### config.mk
export PLATFORM = sky130hd
export DESIGN_NAME = segment_mmu_translate
export DESIGN_NICKNAME = d
export VERILOG_FILES = /design/src/sv/smmu_pkg.sv /design/src/sv/smmu_ram.sv /design/src/sv/segment_mmu_translate.sv
export SDC_FILE = /design/constraint.sdc
export NUM_CORES = 1
export LEC_CHECK = 0
export BUFFER_PORTS_ARGS = -buffer_cell sky130_fd_sc_hd__clkbuf_2
export CAP_MARGIN = 20
export CORE_MARGIN = 3
export CORE_UTILIZATION = 40
export CTS_BUF_LIST = sky130_fd_sc_hd__clkbuf_8
export CTS_CLUSTER_DIAMETER = 80
export CTS_CLUSTER_SIZE = 28
export DETAILED_ROUTE_END_ITERATION = 12
export PLACE_DENSITY = 0.69
export SYNTH_ARGS = -nofsm -noshare
export SYNTH_HDL_FRONTEND = slang
export SYNTH_SLANG_ARGS = --single-unit
### constraint.sdc
create_clock -name clk_i -period 2.79 [get_ports clk_i]
set_input_delay 0.558 -clock clk_i [delete_from_list [all_inputs] [get_ports clk_i]]
set_output_delay 0.558 -clock clk_i [all_outputs]
set_load 0.01 [all_outputs]
### src/sv/smmu_pkg.sv
// Types, constants and the entry lookup table of the segment translation block.
`default_nettype none

package smmu_pkg;

  localparam int NUM_SEGMENTS = 64;
  localparam int IDX_W        = (NUM_SEGMENTS > 1) ? $clog2(NUM_SEGMENTS) : 1;
  localparam int SEG_CODE_W   = 6;
  localparam int SEG_CODES    = 1 << SEG_CODE_W;
  localparam int ADDR_W       = 24;
  localparam int OFFSET_W     = 16;
  localparam int BYTE_W       = 8;

  localparam logic FUNC_WRITE = 1'b0;
  localparam logic FUNC_XLATE = 1'b1;

  localparam logic [7:0] PORT_MODE       = 8'h00;
  localparam logic [7:0] PORT_POINTER    = 8'h01;
  localparam logic [7:0] PORT_BASE       = 8'h08;
  localparam logic [7:0] PORT_LIMIT      = 8'h09;
  localparam logic [7:0] PORT_ATTR       = 8'h0A;
  localparam logic [7:0] PORT_FIELD      = 8'h0B;
  localparam logic [7:0] PORT_BASE_INC   = 8'h0C;
  localparam logic [7:0] PORT_LIMIT_INC  = 8'h0D;
  localparam logic [7:0] PORT_ATTR_INC   = 8'h0E;
  localparam logic [7:0] PORT_FIELD_INC  = 8'h0F;
  localparam logic [7:0] PORT_COUNTER    = 8'h20;

  typedef enum logic [1:0] {
    FIELD_BASE_HI = 2'd0,
    FIELD_BASE_LO = 2'd1,
    FIELD_LIMIT   = 2'd2,
    FIELD_ATTR    = 2'd3
  } field_e;

  typedef logic [IDX_W-1:0] entry_lut_t [SEG_CODES];

  // Maps a six-bit segment code onto a table entry, modulo the table depth.
  function automatic entry_lut_t build_entry_lut();
    entry_lut_t lut;
    for (int i = 0; i < SEG_CODES; i++) begin
      lut[i] = IDX_W'(i % NUM_SEGMENTS);
    end
    return lut;
  endfunction

  localparam entry_lut_t ENTRY_LUT = build_entry_lut();

endpackage

`default_nettype wire

### src/sv/smmu_ram.sv
// Generic single-port-write, single-port-read RAM with a registered read.
`default_nettype none

module smmu_ram #(
  parameter int WIDTH = 8,
  parameter int DEPTH = 64
) (
  input  wire logic                             clk_i,
  input  wire logic                             we_i,
  input  wire logic [$clog2(DEPTH)-1:0]         waddr_i,
  input  wire logic [WIDTH-1:0]                 wdata_i,
  input  wire logic                             re_i,
  input  wire logic [$clog2(DEPTH)-1:0]         raddr_i,
  output logic      [WIDTH-1:0]                 rdata_o
);

  logic [WIDTH-1:0] mem [DEPTH];

  always_ff @(posedge clk_i) begin
    if (we_i) begin
      mem[waddr_i] <= wdata_i;
    end
    if (re_i) begin
      rdata_o <= mem[raddr_i];
    end
  end

endmodule

`default_nettype wire

### src/sv/segment_mmu_translate.sv
// Segment address translation: register-write transactions load descriptor bases,
// translate transactions return base * 256 + offset on phys_addr_o.
// A taken translate transaction reads the table RAM into stage 1, then the address add
// is registered on phys_addr_o; one transaction per cycle unless the output stalls.
// A table write is seen by a translation taken in the next cycle.
// Reset clears pointer, counter and the per-entry valid bits, so every base reads zero.
`default_nettype none

module segment_mmu_translate (
  input  wire logic                          clk_i,
  input  wire logic                          rst_ni,
  input  wire logic                          in_valid_i,
  output logic                               in_stall_o,
  input  wire logic                          func_i,
  input  wire logic [7:0]                    port_i,
  input  wire logic [smmu_pkg::BYTE_W-1:0]   wdata_i,
  input  wire logic [6:0]                    segment_i,
  input  wire logic [smmu_pkg::OFFSET_W-1:0] offset_i,
  output logic                               out_valid_o,
  input  wire logic                          out_stall_i,
  output logic [smmu_pkg::ADDR_W-1:0]        phys_addr_o
);

  import smmu_pkg::*;

  logic                      in_accept;
  logic                      is_xlate;
  logic                      is_reg_wr;
  logic [IDX_W-1:0]          rd_idx;
  logic [IDX_W-1:0]          wr_idx;

  logic [SEG_CODE_W-1:0]     ptr_q, ptr_d;
  logic [1:0]                cnt_q, cnt_d;
  logic [1:0]                cnt_inc;
  logic                      put;
  field_e                    fsel;
  logic                      hi_we, lo_we;

  logic [NUM_SEGMENTS-1:0]   hi_vld_q, lo_vld_q;
  logic [BYTE_W-1:0]         hi_rdata, lo_rdata;

  logic                      s1_valid_q, s1_valid_d;
  logic                      s1_hi_vld_q, s1_lo_vld_q;
  logic [OFFSET_W-1:0]       s1_offset_q;
  logic                      s1_move;
  logic                      out_free;
  logic [2*BYTE_W-1:0]       base;
  logic [ADDR_W-1:0]         sum;

  logic                      out_valid_q, out_valid_d;
  logic [ADDR_W-1:0]         phys_q;

  assign out_free   = !out_valid_q || !out_stall_i;
  assign s1_move    = s1_valid_q && out_free;
  assign in_stall_o = s1_valid_q && !out_free;
  assign in_accept  = in_valid_i && !in_stall_o;
  assign is_xlate   = in_accept && (func_i == FUNC_XLATE);
  assign is_reg_wr  = in_accept && (func_i == FUNC_WRITE);

  assign rd_idx  = ENTRY_LUT[segment_i[SEG_CODE_W-1:0]];
  assign wr_idx  = ENTRY_LUT[ptr_q];
  assign cnt_inc = cnt_q + 2'd1;

  // Limit, attribute and mode writes are decoded, but nothing reads those
  // fields, so only the two base bytes are stored.
  always_comb begin
    ptr_d = ptr_q;
    cnt_d = cnt_q;
    put   = 1'b0;
    fsel  = FIELD_LIMIT;
    if (is_reg_wr) begin
      unique case (port_i)
        PORT_POINTER: begin
          ptr_d = wdata_i[SEG_CODE_W-1:0];
          cnt_d = '0;
        end
        PORT_BASE: begin
          put   = 1'b1;
          fsel  = field_e'({1'b0, cnt_q[0]});
          cnt_d = cnt_inc;
        end
        PORT_FIELD: begin
          put   = 1'b1;
          fsel  = field_e'(cnt_q);
          cnt_d = cnt_inc;
        end
        PORT_BASE_INC: begin
          put   = 1'b1;
          fsel  = field_e'({1'b0, cnt_q[0]});
          ptr_d = ptr_q + 1'b1;
        end
        PORT_LIMIT_INC, PORT_ATTR_INC: begin
          ptr_d = ptr_q + 1'b1;
        end
        PORT_FIELD_INC: begin
          put   = 1'b1;
          fsel  = field_e'(cnt_q);
          cnt_d = cnt_inc;
          if (cnt_inc == '0) begin
            ptr_d = ptr_q + 1'b1;
          end
        end
        PORT_COUNTER: begin
          cnt_d = wdata_i[1:0];
        end
        PORT_MODE, PORT_LIMIT, PORT_ATTR: begin
        end
        default: begin
        end
      endcase
    end
  end

  assign hi_we = put && (fsel == FIELD_BASE_HI);
  assign lo_we = put && (fsel == FIELD_BASE_LO);

  smmu_ram #(
    .WIDTH (BYTE_W),
    .DEPTH (NUM_SEGMENTS)
  ) u_base_hi_ram (
    .clk_i   (clk_i),
    .we_i    (hi_we),
    .waddr_i (wr_idx),
    .wdata_i (wdata_i),
    .re_i    (is_xlate),
    .raddr_i (rd_idx),
    .rdata_o (hi_rdata)
  );

  smmu_ram #(
    .WIDTH (BYTE_W),
    .DEPTH (NUM_SEGMENTS)
  ) u_base_lo_ram (
    .clk_i   (clk_i),
    .we_i    (lo_we),
    .waddr_i (wr_idx),
    .wdata_i (wdata_i),
    .re_i    (is_xlate),
    .raddr_i (rd_idx),
    .rdata_o (lo_rdata)
  );

  always_ff @(posedge clk_i or negedge rst_ni) begin
    if (!rst_ni) begin
      ptr_q    <= '0;
      cnt_q    <= '0;
      hi_vld_q <= '0;
      lo_vld_q <= '0;
    end else begin
      ptr_q <= ptr_d;
      cnt_q <= cnt_d;
      if (hi_we) begin
        hi_vld_q[wr_idx] <= 1'b1;
      end
      if (lo_we) begin
        lo_vld_q[wr_idx] <= 1'b1;
      end
    end
  end

  // Stage 1 waits on the RAM read; the valid bits are sampled with it.
  assign s1_valid_d = is_xlate || (s1_valid_q && !s1_move);

  always_ff @(posedge clk_i or negedge rst_ni) begin
    if (!rst_ni) begin
      s1_valid_q <= 1'b0;
    end else begin
      s1_valid_q <= s1_valid_d;
    end
  end

  always_ff @(posedge clk_i) begin
    if (is_xlate) begin
      s1_offset_q <= offset_i;
      s1_hi_vld_q <= hi_vld_q[rd_idx];
      s1_lo_vld_q <= lo_vld_q[rd_idx];
    end
  end

  assign base = {s1_hi_vld_q ? hi_rdata : '0, s1_lo_vld_q ? lo_rdata : '0};
  assign sum  = {base, {BYTE_W{1'b0}}} + {{(ADDR_W-OFFSET_W){1'b0}}, s1_offset_q};

  assign out_valid_d = s1_move || (out_valid_q && out_stall_i);

  always_ff @(posedge clk_i or negedge rst_ni) begin
    if (!rst_ni) begin
      out_valid_q <= 1'b0;
    end else begin
      out_valid_q <= out_valid_d;
    end
  end

  always_ff @(posedge clk_i) begin
    if (s1_move) begin
      phys_q <= sum;
    end
  end

  assign out_valid_o = out_valid_q;
  assign phys_addr_o = phys_q;

endmodule

`default_nettype wire

==> results of run 1 <==
-- timing repair --
item                                   CTS  global route
resized for setup                        0             1
hold buffers                            17             0
endpoints found under the hold margin   82             0
setup endpoints to repair                0            59
-- cell families after synthesis --
family	after synthesis	synth area share [%]
flops	1220	75.3
simple gates	370	3.75
compound gates	342	5.24
mux	303	13.7
buf+inv	166	1.60
fa+ha+maj	11	0.304
xor+xnor	9	0.165
-- metrics by stage --
step	hold WS (ns)	instances
6_report	0.0823	4357
5_1_grt	0.0362	4356
4_1_cts	0.0119	4353
3_5_place_dp	0.405	4240
3_3_place_gp	0.405	4240
2_1_floorplan	0.262	2421
-- worst paths after layout --
check | to | cells after the start
max | u_base_hi_ram.mem[24][5]$_DFFE_PP_ | 7
min in group asynchronous | lo_vld_q[39]$_DFFE_PN0P_ | 2
max reg2reg | u_base_hi_ram.mem[24][5]$_DFFE_PP_ | 7
min reg2reg | phys_addr_o[4]$_DFFE_PP_ | 0
min | out_valid_o$_DFF_PN0_ | 2
max in group asynchronous | cnt_q[0]$_DFFE_PN0P_ | 3
-- metal layers --
metal,track usage [%],share of wire [%]
met2,31.0,49
met5,0,0.0078
met4,4.54,2.4
met1,25.7,40
met3,3.18,8.1
-- critical path, delay by kind of cell, from the launching register on --
family	cells	cell delay, ns
buffers and inverters	2	0.39
DFF	1	0.40
and+or+nand+nor	5	1.60
-- state kept, by name (all words and copies together), names as in the netlist, 2 cells and up --
signal and count:
phys_addr_o 24, ptr_q 6, u_base_hi_ram.rdata_o 8, hi_vld_q 64, u_base_hi_ram.mem 512, lo_vld_q 64
cnt_q 2, u_base_lo_ram.mem 512, s1_offset_q 16, u_base_lo_ram.rdata_o 8
-- Yosys cell counts, types with 22 or more instances --
cell type | n | share of area [%]
dfrtp_1 | 138 | 7.2
o21ai_0 | 27 | 0.28
nor2_1 | 170 | 1.3
clkbuf_1 | 104 | 0.82
nand2_1 | 58 | 0.46
nand3_1 | 22 | 0.23
a22oi_1 | 50 | 0.79
nor2b_1 | 23 | 0.30
o22ai_1 | 31 | 0.41
edfxtp_1 | 1082 | 68
buf_2 | 27 | 0.28
o21bai_1 | 125 | 2.0
mux4_2 | 279 | 13
-- where the power goes --
group	internal, mW	leakage, nW	total, mW	switching, mW
sequential	19.9	11.7	20.0	0.0622
combinational	0.835	5.87	2.11	1.27
clock	2.16	0.643	7.37	5.21
total	22.9	18.2	29.5	6.55
-- final cells by class --
cell class | instances | area share (%)
clock inverters | 41 | 0.544
inverters | 6 | 0.0417
multi-input cells | 1035 | 20.5
flip-flops and latches | 1220 | 66.5
diodes | 2 | 0.00926
clock buffers | 55 | 1.40
well taps | 1536 | 3.56
repair buffers | 462 | 7.48
==> results.json, run 1 <==
{
  "status": "finished, final reports clean",
  "worstPathMaxFanout": 14,
  "setup_violations": 0,
  "initial_core_util_pct": 40.4,
  "pin_count": 70,
  "fmax_mhz": 377,
  "pre_cts_slack_ns": -0.331,
  "syn-cell-area_mm2": 0.0478,
  "root_buffer": "clkbuf_8",
  "syn_area_per_cell_um2": 19.7,
  "final_common_cell": "edfxtp_1",
  "powerDensity_mw_per_mm2": 546,
  "setup_ws_ns": 0.141,
  "dieArea_mm2": 0.124,
  "seq_area_frac_synth_pct": 75.3,
  "portBuffers": 68,
  "fin_nets": 2832,
  "grt_pass1_wl_um": 171000,
  "yosys_warnings": 0,
  "first_global_vias": 25487,
  "multi_input_area_mm2": 0.0111,
  "dp_hpwl_um": 77600,
  "die_w_um": 352,
  "synth-edff-count": 1082,
  "timing.final.crit_share_pct": 94.9,
  "fin_tns_setup_ns": 0,
  "cts_buffers": 52,
  "crit_slowest_cell": "or4_4",
  "core-area_mm2": 0.118,
  "slew_violations": 0,
  "grt_max_degree": 129,
  "die_h_um": 352,
  "final_cell_mix": "edfxtp_1, buf_4, mux4_2",
  "rows": 126,
  "final_hold_viol_count": 0,
  "maxCapViolations": 0,
  "total_power_mw": 29.5,
  "start_kind": "flop",
  "path_clk_slew_ns": 0.15,
  "cts_tree": "yes",
  "syn_inst": 2421,
  "grt_overflow": 0,
  "cp.required_ns": 3.28,
  "postRouteAntennaNets": 0,
  "criticalPathCategory": "flop to flop",
  "syn_nets": 2476,
  "yosys.cell_types.count": 65,
  "fin_util_pct": 45.7,
  "wl_per_cell_um": 26.4,
  "routed_via_density": 5.76,
  "hp-start": "out_stall_i",
  "skew_ns": 0.0541,
  "synth-async-reset-ratio_pct": 11.3,
  "drive_gt1_share_pct": 29.1,
  "cp-startpoint": "out_valid_o$_DFF_PN0_",
  "path_cells": "nand3_1, nand3b_4, or4_4, or4_1, buf_12, nor2_1, buf_4",
  "dpl_cell_area_mm2": 0.0528,
  "post_cts_buffers": 0,
  "clock_latency_ns": 0.78,
  "grt_antenna_before_repair": 4,
  "p_leak_nw": 18.2,
  "worstHoldPathType": "primary input to flop",
  "drt_wl_total_um": 115000,
  "cts.sinks": 1220,
  "regArea_mm2": 0.0359,
  "num_vias": 25110,
  "drc": 0,
  "cp-end-kind": "flop",
  "gp_congestion": 0.865,
  "worst_pin_slew_ns": 0.868,
  "ir_worst_vdd_v": 0.000431,
  "slew_headroom_pct": 42.2,
  "slowest_delay_ns": 0.57,
  "synthToLayoutAreaGrowth_pct": 13.2,
  "grtUsageTotal_pct": 18.6,
  "dr.pass1.iters": 5,
  "cp.arrival_ns": 3.14,
  "period_needed_ns": 2.65,
  "fillers": 9750,
  "dr.first_iter.drc_count": 3192,
  "rsz0062_at_grt": "false",
  "r2r_start": "out_valid_o$_DFF_PN0_",
  "postSynthRegisterBits": 1220,
  "htreeDepth": 2,
  "cts_buffer_depth": 3,
  "ys.flop_type": "edfxtp_1",
  "final_area_mm2": 0.0541,
  "rrSetupSlack_ns": 0.14
}
Note: power is estimated with default switching activity, not from simulation.
==> run 2: changes to the inputs <==
- SYNTH_HIERARCHICAL: not set -> 1
==> run 2 against run 1 <==
  * Power is 0.62% higher
  * Area after synthesis grew 1.7%
  * Register-to-register slack worse by 0.03 ns
  * Sequential power about the same
  * Core utilization decreased by 0.37 points
  * Synthesized cell count grew 1.7%
  * Worst hold slack gained 0.036 ns
  * Cell count is 1.4% higher
  * Via count increased by 0.29%
  * Routed wire length fell by 2.4%
  * Worst setup slack got worse by 0.033 ns
  * Clock-buffer cell count is the same
  * Critical path type unchanged
  * Critical endpoint is now phys_addr_o[18]$_DFFE_PP_
  * Largest cell class unchanged
  * Highest routed layer unchanged
==> results.json, run 2 <==
{
  "drive_gt1_share_pct": 29.7,
  "cts.sinks": 1220,
  "fillers": 10083,
  "synth_common_cells": "edfxtp_1, mux4_2, nor2_1, dfrtp_1, nand2_1",
  "crit_slowest_cell": "edfxtp_1",
  "postRouteAntennaNets": 0,
  "worstPathMaxFanout": 6,
  "grtUsageTotal_pct": 17.8,
  "fmax_mhz": 373,
  "path_cells": "buf_4, and2_1, ha_1, fa_1, a21oi_2, o2111ai_2, nand4_1, xnor2_1, and2_1",
  "powerDensity_mw_per_mm2": 544,
  "path_clk_slew_ns": 0.16,
  "core-area_mm2": 0.120,
  "grt_max_degree": 129,
  "worst_pin_slew_ns": 0.862,
  "yosys.area.top_type": "edfxtp_1",
  "total_power_mw": 29.7,
  "num_vias": 25182,
  "period_needed_ns": 2.68,
  "r2r_start": "s1_lo_vld_q$_DFFE_PP_",
  "yosys_warnings": 6,
  "rrSetupSlack_ns": 0.11,
  "drt_wl_total_um": 112000,
  "initial_core_util_pct": 40.4,
  "power_frac_clock_pct": 24.8,
  "skew_ns": 0.0698,
  "pin_count": 70,
  "setup_violations": 0,
  "portBuffers": 68,
  "dieArea_mm2": 0.126,
  "syn_inst": 2462,
  "routed_via_density": 5.70,
  "final_cell_mix": "edfxtp_1, mux4_2, buf_4",
  "synthToLayoutAreaGrowth_pct": 12.3,
  "power_frac_seq_pct": 67.5,
  "endpoint": "phys_addr_o[18]$_DFFE_PP_",
  "yosys.cell_types.count": 68,
  "root_buffer": "clkbuf_8",
  "cts_buffer_depth": 3,
  "start_kind": "flop",
  "ir_worst_vdd_v": 0.000343,
  "status": "finished, final reports clean",
  "dp_hpwl_um": 74800,
  "synth-async-reset-ratio_pct": 11.3,
  "p_leak_nw": 18.5,
  "syn-cell-area_mm2": 0.0486,
  "clock_latency_ns": 0.81,
  "cp-startpoint": "s1_lo_vld_q$_DFFE_PP_",
  "synth_most_common_cell": "edfxtp_1",
  "cts_tree": "yes",
  "worstHoldPathType": "primary input to flop",
  "slowest_delay_ns": 0.58,
  "wl_per_cell_um": 25.4,
  "synth_top_area_share_pct": 66.9,
  "rsz0062_at_grt": "true",
  "slew_violations": 0,
  "largestRegisters": "u_base_hi_ram/mem x512, u_base_lo_ram/mem x512",
  "postSynthRegisterBits": 1220,
  "ys.flop_type": "edfxtp_1",
  "slew_headroom_pct": 42.1,
  "dp.cells": 4312,
  "regArea_mm2": 0.0359,
  "yosys-top-cells-area": "edfxtp_1, mux4_2, dfrtp_1",
  "first_global_vias": 25917,
  "dr.pass1.iters": 5,
  "cp.required_ns": 3.35,
  "internal_power_mw": 22.9,
  "grt_overflow": 0,
  "syn_nets": 2517,
  "swShare_pct": 22.8,
  "r2r_cells": 9,
  "crit_path_frequent_cell": "and2_1",
  "drc": 0,
  "rows": 127,
  "seq_area_frac_synth_pct": 74.0,
  "timing.final.crit_share_pct": 96.1,
  "syn_area_per_cell_um2": 19.7,
  "final_hold_viol_count": 0,
  "maxCapViolations": 0,
  "htreeDepth": 2,
  "fin_nets": 2831,
  "cp.arrival_ns": 3.24,
  "die_h_um": 354,
  "final_cells": 4420,
  "dr.first_iter.drc_count": 2715,
  "multi_input_area_mm2": 0.0121,
  "gp_congestion": 0.853,
  "grt_pass1_wl_um": 169000,
  "die_w_um": 354,
  "criticalPathCategory": "flop to flop",
  "final_common_cell": "edfxtp_1",
  "switchingPower_mw": 6.78,
  "synth-edff-count": 1082,
  "cp-end-kind": "flop",
  "cts_buffers": 54,
  "timing.rr.end": "phys_addr_o[18]$_DFFE_PP_",
  "pwr-share-comb_pct": 7.7,
  "grt_antenna_before_repair": 2
}
run 2: how the worst min path moves through the flow:
stage                     depth (start not counted)  slack [ns]                        to                startpoint
after floorplan                                   0        0.26      cnt_q[0]$_DFFE_PN0P_                    rst_ni
after global placement                            0        0.41  phys_addr_o[3]$_DFFE_PP_  s1_offset_q[3]$_DFFE_PP_
after detailed placement                          0        0.41  phys_addr_o[2]$_DFFE_PP_  s1_offset_q[2]$_DFFE_PP_
after CTS                                         3        0.04     out_valid_o$_DFF_PN0_               out_stall_i
after global routing                              3        0.07     out_valid_o$_DFF_PN0_               out_stall_i
final                                             3        0.12     out_valid_o$_DFF_PN0_               out_stall_i
run 2: critical path: cells and delay by family (launching register included):
kind	cells	cell delay [ns]
compound gates	2	0.45
buf+inv	1	0.22
simple gates	3	0.50
flops	1	0.58
xor+xnor	1	0.07
fa+ha+maj	2	0.63
run 2: cells by family (layout without fill, tap and decap cells):
| family | count (synthesis) | in the layout | share of synthesized area, % |
|---|---|---|---|
| XOR/XNOR | 11 | 11 | 0.198 |
| multiplexers | 378 | 378 | 15.3 |
| AO/OA/AOI/OAI | 281 | 281 | 4.38 |
| flip-flops | 1220 | 1220 | 74.0 |
| adder cells (fa/ha/maj) | 11 | 11 | 0.299 |
| other | 0 | 2 | 0 |
| buffers and inverters | 143 | 487 | 1.73 |
| AND/OR/NAND/NOR | 418 | 418 | 4.04 |
run 2: power groups by stage:
| stage | Combinational, mW | Sequential (mW) | Clock, mW |
|---|---|---|---|
| 2_1_floorplan | 1.19 | 20.4 | 0 |
| 3_3_place_gp | 2.20 | 20.4 | 0 |
| 3_5_place_dp | 2.27 | 20.4 | 0 |
| 4_1_cts | 2.30 | 20.0 | 7.60 |
| 5_1_grt | 2.45 | 20.0 | 8.18 |
| 6_report | 2.29 | 20.0 | 7.35 |
run 2: repair_timing:
item	CTS	global route
setup endpoints to repair	4	37
hold buffers	17	0
gates resized for setup	4	8
setup buffers	1	2
hold endpoints to repair	46	0
pin swaps	0	7
run 2: routing by layer:
| metal | track usage (%) | part of all wire, % |
|---|---|---|
| met5 | 0 | 0.011 |
| met4 | 4.42 | 2.4 |
| met3 | 3.34 | 7.6 |
| met2 | 28.7 | 48 |
| met1 | 25.1 | 42 |
run 2: cell type report:
cell class	instances	area share (%)
flip-flops and latches	1220	65.9
inverters	12	0.0849
multi-input cells	1099	22.2
repair buffers	389	6.20
clock buffers	55	1.39
clock inverters	31	0.518
well taps	1612	3.70
diodes	2	0.00917
run 2: metrics by stage:
stage               instance area (µm²)  TNS, ns  utilization, %  hold WS (ns)  worst slack, ns
detailed placement                53300   -43.54            44.3         0.407           -0.213
global route                      54500  -0.0229            45.3        0.0673         -0.00895
floorplan                         48800        0               -         0.262          0.00722
finish                            54600        0            45.4         0.118            0.108
CTS                               54500        0            45.3        0.0364           0.0272
global placement                  53300   -47.71            44.3         0.411           -0.226
